`config.mk`:
```
export PLATFORM = sky130hd
export DESIGN_NAME = hash_framed_command_deframer_flat
export DESIGN_NICKNAME = d
export VERILOG_FILES = /design/src/rtl/hfcd_pkg.sv /design/src/rtl/hfcd_if.sv /design/src/rtl/hfcd_ring.sv /design/src/rtl/hfcd_seq.sv /design/src/rtl/hash_framed_command_deframer.sv /design/src/flat_wrapper.sv
export SDC_FILE = /design/constraint.sdc
export NUM_CORES = 1
export LEC_CHECK = 0
export BUFFER_PORTS_ARGS = -buffer_cell sky130_fd_sc_hd__buf_2
export CORE_MARGIN = 2
export CORE_UTILIZATION = 43
export CTS_CLUSTER_DIAMETER = 120
export DETAILED_ROUTE_END_ITERATION = 12
export HOLD_SLACK_MARGIN = 0.02
export SLEW_MARGIN = 20
export SYNTH_ARGS = -nofsm -noshare
export SYNTH_HDL_FRONTEND = slang
export SYNTH_HIERARCHICAL = 1
export SYNTH_SLANG_ARGS = --single-unit
```
`constraint.sdc`:
```
create_clock -name clk -period 12.81 [get_ports clk]
set_input_delay 0.6405 -clock clk [delete_from_list [all_inputs] [get_ports clk]]
set_output_delay 0.6405 -clock clk [all_outputs]
set_load 0.005 [all_outputs]
```
`src/rtl/hfcd_pkg.sv`:
```
package hfcd_pkg;

  // ring geometry (depth is a power of two, positions wrap by truncation)
  localparam int RING_DEPTH = 16;
  localparam int PTR_W      = $clog2(RING_DEPTH);

  typedef logic [PTR_W-1:0] ptr_t;
  typedef logic [7:0]       byte_t;
  typedef logic [3:0]       cnt_t;

  // framing characters
  localparam byte_t CH_HASH = 8'h23;
  localparam byte_t CH_LF   = 8'h0A;
  localparam byte_t CH_ZERO = 8'h30;
  localparam byte_t CH_NINE = 8'h39;

  // '#', digit and command come before the payload
  localparam int HDR_LEN = 3;

  // ring entry offsets from the frame start
  localparam ptr_t OFS_DIGIT = ptr_t'(1);
  localparam ptr_t OFS_CMD   = ptr_t'(2);
  localparam ptr_t OFS_DATA  = ptr_t'(HDR_LEN);

  typedef enum logic [2:0] {
    ST_IDLE,
    ST_DIGIT,
    ST_CMD,
    ST_EMIT,
    ST_SCAN
  } state_t;

  // ring write request from the sequencer
  typedef struct packed {
    logic  en;
    ptr_t  addr;
    byte_t data;
  } ring_wr_t;

endpackage

```
`src/rtl/hfcd_if.sv`:
```
// received byte channel
interface hfcd_rx_if;
  import hfcd_pkg::*;
  logic  valid;
  logic  ready;
  byte_t rx_byte;
  modport source (output valid, output rx_byte, input ready);
  modport sink   (input valid, input rx_byte, output ready);
endinterface

// decoded command channel
interface hfcd_cmd_if;
  import hfcd_pkg::*;
  logic  valid;
  logic  ready;
  byte_t cmd_code;
  cnt_t  data_count;
  logic  has_data;
  byte_t data_byte;
  cnt_t  data_index;
  logic  last;
  modport source (output valid, output cmd_code, output data_count, output has_data,
                  output data_byte, output data_index, output last, input ready);
  modport sink   (input valid, input cmd_code, input data_count, input has_data,
                  input data_byte, input data_index, input last, output ready);
endinterface

```
`src/rtl/hfcd_ring.sv`:
```
module hfcd_ring
  import hfcd_pkg::*;
(
  input  logic     clk,
  input  logic     rst,
  input  ring_wr_t wr,
  input  ptr_t     rd_addr,
  output byte_t    rd_data
);

  byte_t entry [RING_DEPTH];

  // byte store, cleared on reset
  always_ff @(posedge clk) begin
    if (rst) begin
      for (int k = 0; k < RING_DEPTH; k++) begin
        entry[k] <= '0;
      end
    end else if (wr.en) begin
      entry[wr.addr] <= wr.data;
    end
  end

  // single read port
  assign rd_data = entry[rd_addr];

endmodule

```
`src/rtl/hfcd_seq.sv`:
```
module hfcd_seq
  import hfcd_pkg::*;
(
  input  logic          clk,
  input  logic          rst,
  hfcd_rx_if.sink       rx,
  hfcd_cmd_if.source    cmd,
  output ring_wr_t      ring_wr,
  output ptr_t          rd_addr,
  input  byte_t         rd_data
);

  state_t state, state_next;

  ptr_t  write_pos;
  ptr_t  lf_pos;
  logic  mark_pending;
  ptr_t  mark_pos;
  ptr_t  frame_pos;
  ptr_t  scan_pos;
  logic  from_mark;
  cnt_t  frame_n;
  byte_t frame_cmd;
  cnt_t  emit_idx;

  logic  out_valid;
  byte_t out_cmd;
  cnt_t  out_count;
  logic  out_has;
  byte_t out_byte;
  cnt_t  out_idx;
  logic  out_last;

  logic  accept;
  logic  digit_ok;
  cnt_t  digit_n;
  ptr_t  end_pos;
  logic  frame_ok;
  ptr_t  fail_pos;
  logic  emit_last;
  logic  load;
  ptr_t  addr_base;
  ptr_t  addr_ofs;

  assign accept = rx.valid && rx.ready;
  assign rx.ready = (state == ST_IDLE);

  // ring write of every accepted byte
  assign ring_wr.en   = accept;
  assign ring_wr.addr = write_pos;
  assign ring_wr.data = rx.rx_byte;

  // shared position adder feeding the ring read port
  always_comb begin
    addr_base = frame_pos;
    addr_ofs  = '0;
    case (state)
      ST_DIGIT: addr_ofs = OFS_DIGIT;
      ST_CMD:   addr_ofs = OFS_CMD;
      ST_EMIT:  addr_ofs = ptr_t'(OFS_DATA + ptr_t'(emit_idx));
      ST_SCAN:  addr_base = scan_pos;
      default:  addr_ofs = '0;
    endcase
  end
  assign rd_addr = ptr_t'(addr_base + addr_ofs);

  // digit and length check at the candidate frame start
  always_comb begin
    digit_ok = (rd_data >= CH_ZERO) && (rd_data <= CH_NINE);
    digit_n  = cnt_t'(rd_data - CH_ZERO);
    end_pos  = ptr_t'(frame_pos + ptr_t'(digit_n) + ptr_t'(HDR_LEN));
    frame_ok = digit_ok && (end_pos == lf_pos);
    // scan_pos already points one entry below a failed search candidate
    fail_pos = from_mark ? ptr_t'(lf_pos - ptr_t'(2)) : scan_pos;
  end

  assign emit_last = (frame_n == '0) || (cnt_t'(emit_idx + cnt_t'(1)) == frame_n);
  assign load      = (state == ST_EMIT) && (!out_valid || cmd.ready);

  // next state
  always_comb begin
    state_next = state;
    case (state)
      ST_IDLE: begin
        if (accept && rx.rx_byte == CH_LF && mark_pending) begin
          state_next = ST_DIGIT;
        end
      end
      ST_DIGIT: begin
        if (frame_ok) begin
          state_next = ST_CMD;
        end else if (fail_pos == mark_pos) begin
          state_next = ST_IDLE;
        end else begin
          state_next = ST_SCAN;
        end
      end
      ST_CMD: state_next = ST_EMIT;
      ST_EMIT: begin
        if (load && emit_last) begin
          state_next = ST_IDLE;
        end
      end
      ST_SCAN: begin
        if (rd_data == CH_HASH) begin
          state_next = ST_DIGIT;
        end else if (ptr_t'(scan_pos - ptr_t'(1)) == mark_pos) begin
          state_next = ST_IDLE;
        end
      end
      default: state_next = ST_IDLE;
    endcase
  end

  always_ff @(posedge clk) begin
    if (rst) begin
      state <= ST_IDLE;
    end else begin
      state <= state_next;
    end
  end

  // ring pointers and mark
  always_ff @(posedge clk) begin
    if (rst) begin
      write_pos    <= '0;
      mark_pending <= 1'b0;
      mark_pos     <= '0;
    end else begin
      if (accept) begin
        write_pos <= ptr_t'(write_pos + ptr_t'(1));
        if (rx.rx_byte == CH_HASH && !mark_pending) begin
          mark_pending <= 1'b1;
          mark_pos     <= write_pos;
        end
      end
      if (state == ST_DIGIT && frame_ok) begin
        mark_pending <= 1'b0;
      end
    end
  end

  // search and frame context
  always_ff @(posedge clk) begin
    case (state)
      ST_IDLE: begin
        lf_pos    <= write_pos;
        frame_pos <= mark_pos;
        from_mark <= 1'b1;
      end
      ST_DIGIT: begin
        frame_n  <= digit_n;
        emit_idx <= '0;
        scan_pos <= fail_pos;
      end
      ST_CMD: frame_cmd <= rd_data;
      ST_EMIT: begin
        if (load) begin
          emit_idx <= cnt_t'(emit_idx + cnt_t'(1));
        end
      end
      ST_SCAN: begin
        frame_pos <= scan_pos;
        from_mark <= 1'b0;
        scan_pos  <= ptr_t'(scan_pos - ptr_t'(1));
      end
      default: from_mark <= from_mark;
    endcase
  end

  // result register
  always_ff @(posedge clk) begin
    if (rst) begin
      out_valid <= 1'b0;
    end else if (load) begin
      out_valid <= 1'b1;
    end else if (cmd.ready) begin
      out_valid <= 1'b0;
    end
  end

  always_ff @(posedge clk) begin
    if (load) begin
      out_cmd   <= frame_cmd;
      out_count <= frame_n;
      out_has   <= (frame_n != '0);
      out_byte  <= (frame_n != '0) ? rd_data : '0;
      out_idx   <= emit_idx;
      out_last  <= emit_last;
    end
  end

  assign cmd.valid      = out_valid;
  assign cmd.cmd_code   = out_cmd;
  assign cmd.data_count = out_count;
  assign cmd.has_data   = out_has;
  assign cmd.data_byte  = out_byte;
  assign cmd.data_index = out_idx;
  assign cmd.last       = out_last;

endmodule

```
`src/rtl/hash_framed_command_deframer.sv`:
```
// Deframer for '#', digit N, command, N data bytes, line feed. Each received
// byte is written into a 16-entry ring; a byte that is not a line feed, or a
// line feed with no pending '#' mark, needs no further work and the next byte
// can be taken right away. A line feed with a mark pending starts the
// sequencer, which reads the ring through one port: it checks the candidate at
// a frame start, then steps backward over the ring one entry at a time to
// search for another '#'. A match then reads the command byte and loads one
// result per data byte (N, or one for an empty frame), each waiting on the
// result side's ready. rx.ready is low until the last result has been loaded
// into the output register.
module hash_framed_command_deframer
  import hfcd_pkg::*;
(
  input  logic       clk,
  input  logic       rst,
  hfcd_rx_if.sink    rx,
  hfcd_cmd_if.source cmd
);

  ring_wr_t ring_wr;
  ptr_t     rd_addr;
  byte_t    rd_data;

  hfcd_ring u_ring (
    .clk     (clk),
    .rst     (rst),
    .wr      (ring_wr),
    .rd_addr (rd_addr),
    .rd_data (rd_data)
  );

  hfcd_seq u_seq (
    .clk     (clk),
    .rst     (rst),
    .rx      (rx),
    .cmd     (cmd),
    .ring_wr (ring_wr),
    .rd_addr (rd_addr),
    .rd_data (rd_data)
  );

endmodule

```
`src/flat_wrapper.sv`:
```
// flat-port wrapper written by rule: the top's interface ports become plain ports
module hash_framed_command_deframer_flat import hfcd_pkg::*;
  (clk, rst, rx_valid, rx_rx_byte, rx_ready, cmd_valid, cmd_cmd_code, cmd_data_count, cmd_has_data, cmd_data_byte, cmd_data_index, cmd_last, cmd_ready);
  hfcd_rx_if rx_i ();
  hfcd_cmd_if cmd_i ();
  input  logic clk;
  input  logic rst;
  input wire logic [$bits(rx_i.valid)-1:0] rx_valid;
  input wire logic [$bits(rx_i.rx_byte)-1:0] rx_rx_byte;
  output wire logic [$bits(rx_i.ready)-1:0] rx_ready;
  output wire logic [$bits(cmd_i.valid)-1:0] cmd_valid;
  output wire logic [$bits(cmd_i.cmd_code)-1:0] cmd_cmd_code;
  output wire logic [$bits(cmd_i.data_count)-1:0] cmd_data_count;
  output wire logic [$bits(cmd_i.has_data)-1:0] cmd_has_data;
  output wire logic [$bits(cmd_i.data_byte)-1:0] cmd_data_byte;
  output wire logic [$bits(cmd_i.data_index)-1:0] cmd_data_index;
  output wire logic [$bits(cmd_i.last)-1:0] cmd_last;
  input wire logic [$bits(cmd_i.ready)-1:0] cmd_ready;
  assign rx_i.valid = rx_valid;
  assign rx_i.rx_byte = rx_rx_byte;
  assign rx_ready = rx_i.ready;
  assign cmd_valid = cmd_i.valid;
  assign cmd_cmd_code = cmd_i.cmd_code;
  assign cmd_data_count = cmd_i.data_count;
  assign cmd_has_data = cmd_i.has_data;
  assign cmd_data_byte = cmd_i.data_byte;
  assign cmd_data_index = cmd_i.data_index;
  assign cmd_last = cmd_i.last;
  assign cmd_i.ready = cmd_ready;
  hash_framed_command_deframer u_core (.clk(clk), .rst(rst), .rx(rx_i), .cmd(cmd_i));
endmodule
```
==> results.sh <==
export IMPL_fin_util_pct=48.3
export IMPL_synthesis_nets=666
export IMPL_p_per_area_nw_per_um2=152
export IMPL_vias=5129
export IMPL_seqPwrFrac_pct=49.2
export IMPL_synthCells=640
export IMPL_critPathLaunchType="flip-flop"
export IMPL_pin_count=40
export IMPL_regArea_sq_um=5760
export IMPL_tightest_slew_ns=0.882
export IMPL_area_growth_syn_to_layout_pct=10.7
export IMPL_clkSlewWorstSetupHoldPaths_ns=0.07
export IMPL_die_area_sq_um=22400
export IMPL_power_internal_mw=1.12
export IMPL_cts_made_buffers=17
export IMPL_pre_cts_slack_ns=7.69
export IMPL_clk_latency_ns=0.44
export IMPL_endpoint_kind="flip-flop"
export IMPL_p_sw_mw=0.414
export IMPL_synth_flop_cell="edfxtp_1"
export IMPL_drt_first_iter_violations=417
export IMPL_synth_cell_type_count=54
export IMPL_gp_congestion=0.898
export IMPL_cts_tree="done"
export IMPL_netlist_top_cells_count="edfxtp_1, and2_1, nor2_1, mux4_2, nand2_1"
export IMPL_whs_endpoint="u_core/u_seq/cmd.cmd_code[2]$_DFFE_PP_"
export IMPL_cts_setup_buffers=0
export IMPL_period_needed_ns=5.30
export IMPL_synth_area_leaders="edfxtp_1, and2_1, mux4_2"
export IMPL_holdPathStages=0
export IMPL_nNetsFinal=692
export IMPL_fill_cells=1829
export IMPL_total_power_mw=1.53
export IMPL_route_detailed_drc=0
export IMPL_finalHoldViolCount=0
export IMPL_reg2reg_to="u_core/u_seq/state[1]$_SDFFE_PP0P_"
export IMPL_drive_above_1_share_pct=20.3
export IMPL_power_frac_comb_pct=16.1
export IMPL_p_leak_nw=3.72
export IMPL_grt_pass1_wl_microns=29800
export IMPL_synth_area_sq_um=9120
export IMPL_rr_worst_depth=22
export IMPL_grt_ovfl_total=0
export IMPL_rrSetupSlack_ns=7.51
export IMPL_hpwl_microns=13300
export IMPL_hold_buffers=0
export IMPL_fin_skew_ns=0.0133
export IMPL_fp_dieW_microns=150
export IMPL_worst_slack_ns=7.51
export IMPL_rsz0062_at_grt="no"
export IMPL_path_class="flip-flop to flip-flop"
export IMPL_floorplan_initialDensity_pct=43.7
export IMPL_core_sq_um=20900
export IMPL_yosysMostFrequentCell="edfxtp_1"
export IMPL_switching_share_pct=27.0
export IMPL_slew_violations=0
export IMPL_synth_edf_count=183
export IMPL_die_h_microns=150
export IMPL_synth_ff_latch_count=196
export IMPL_peakVddDrop_mv=0.0962
export IMPL_dr_pass1_iters=4
export IMPL_period_share_pct=41.4
export IMPL_cp_arrival_ns=5.66
export IMPL_yosysTopAreaCell="edfxtp_1"
export IMPL_whs_ns=0.422
export IMPL_required_ns=13.17
export IMPL_vias_per_cell=5.38
export IMPL_drtAntennaViolNets=0
export IMPL_cts_max_path_buffers=2
export IMPL_r2r_start="u_core/u_seq/state[2]$_SDFFE_PP0P_"
export IMPL_num_rows=53
export IMPL_portBuffers=39
export IMPL_antenna_found_initial=0
export IMPL_synthArstFlopShare_pct=0
export IMPL_cts_root_buf="clkbuf_16"
export IMPL_ys_seq_area_share_pct=63.1
export IMPL_relSlewSlack_pct=40.8
export IMPL_p_clk_share_pct=34.7
export IMPL_cts_sinks=196
export IMPL_wl_per_cell_microns=20.1
export IMPL_synth_top_cell_area_share_pct=60.3
export IMPL_multi_input_area_sq_um=3110
export IMPL_wl_microns=19200
export IMPL_cts_resized=0
export IMPL_outcome="finished, final reports clean"
export IMPL_crit_fanout=13
export IMPL_n_antenna_cell=0
export IMPL_grt_max_degree=34
export IMPL_grt_pass1_vias=5055
export IMPL_setup_tns_final_ns=0
export IMPL_cts_max_level=4
export IMPL_syn_avg_cell_area_sq_um=14.2
export IMPL_setup_violations=0
export IMPL_min_from="u_core/u_seq/frame_cmd[2]$_DFFE_PN_"
export IMPL_maxCapViolations=0
export IMPL_fmax_mhz=189
export IMPL_yosysWarnings=6
export IMPL_track_usage_pct=18.2
export IMPL_holdCritPathClass="flip-flop to flip-flop"
==> critical path, stage by stage, from the launching register on <==
cell,delay [ns]
dfxtp_1,0.44
nor3b_2,0.62
inv_1,0.36
nand2_1,0.14
nand2_1,0.06
ha_1,0.32
a21oi_1,0.16
xnor2_1,0.10
xnor2_1,0.28
nor2b_1,0.53
a22oi_1,0.18
nand2_1,0.17
inv_1,0.09
ha_1,0.29
inv_1,0.06
ha_1,0.14
inv_1,0.05
fa_1,0.49
xor2_1,0.15
nand2_1,0.08
nor3_2,0.20
a21oi_1,0.11
a21oi_1,0.20
==> layout make-up <==
class                           count  share of cell area (%)
Clock buffer                       17                    4.21
Clock inverter                     15                    1.64
Inverter                           20                   0.743
Multi-Input combinational cell    388                    30.8
Sequential cell                   196                    57.0
Tap cell                          275                    3.41
Timing Repair Buffer               43                    2.23
==> how the worst max path moves through the flow <==
stage / from / endpoint / slack [ns] / cells past startpoint
2_1_floorplan: u_core/u_seq/emit_idx[0]$_SDFFCE_PP0P_ / u_core/u_seq/state[1]$_SDFFE_PP0P_ / 8.38 / 23
3_3_place_gp: u_core/u_seq/state[2]$_SDFFE_PP0P_ / u_core/u_seq/state[1]$_SDFFE_PP0P_ / 7.87 / 22
3_5_place_dp: u_core/u_seq/state[2]$_SDFFE_PP0P_ / u_core/u_seq/state[1]$_SDFFE_PP0P_ / 7.69 / 22
4_1_cts: u_core/u_seq/state[2]$_SDFFE_PP0P_ / u_core/u_seq/state[1]$_SDFFE_PP0P_ / 7.56 / 22
5_1_grt: u_core/u_seq/state[2]$_SDFFE_PP0P_ / u_core/u_seq/state[1]$_SDFFE_PP0P_ / 6.98 / 22
6_report: u_core/u_seq/state[2]$_SDFFE_PP0P_ / u_core/u_seq/state[1]$_SDFFE_PP0P_ / 7.51 / 22
==> cell families after synthesis <==
kind of cell	share of synthesized area, %
compound gates	3.66
fa+ha+maj	2.09
simple gates	16.2
buf+inv	2.92
flops	63.1
xor+xnor	3.21
mux	8.78
==> power by group through the flow <==
stage	registers, mW	logic, mW	clock network [mW]
after global routing	0.757	0.275	0.568
final	0.754	0.247	0.532
after detailed placement	0.769	0.249	0
after CTS	0.754	0.250	0.544
after floorplan	0.760	0.192	0
after global placement	0.768	0.246	0
==> metal layers <==
layer	wire length, microns	global-route usage (%)	share of wire (%)
met2	8910	28.2	47
met1	8940	25.8	47
met3	943	4.05	4.9
met4	354	5.76	1.8
met5	0	0	0
==> cells in the final DEF, fill, tap and decap left out, types with 3 or more instances in the layout <==
cell type and n:
buf_4 4, nor3_1 4, nand3_1 3, nand4_1 3
nand2_1 25, clkinv_4 3, nor2_1 34, mux2i_1 8
nor2b_1 4, xnor2_1 15, and2_1 137, o21ai_0 7
edfxtp_1 183, inv_6 4, a22oi_1 16, ha_1 11
buf_2 39, xor2_1 14, or2_2 16, clkbuf_16 17
nor4_1 4, a21oi_1 11, inv_1 19, nor3_2 4
mux4_2 32, inv_8 4, nor2_2 3, dfxtp_1 13
nand2b_1 3
==> per-stage QoR <==
step           cells  area [sq um]
6_report         954         10100
5_1_grt          954         10100
4_1_cts          954         10100
3_5_place_dp     922          9510
3_3_place_gp     922          9500
2_1_floorplan    640          9120
==> registers in the layout, summed over array words and instances (netlist names), 8 cells and up <==
signal / flops
u_core/u_seq/cmd.data_byte: 8
u_core/u_ring/entry: 128
u_core/u_seq/cmd.cmd_code: 8
u_core/u_seq/frame_cmd: 8
Note: power is estimated with default switching activity, not from simulation.
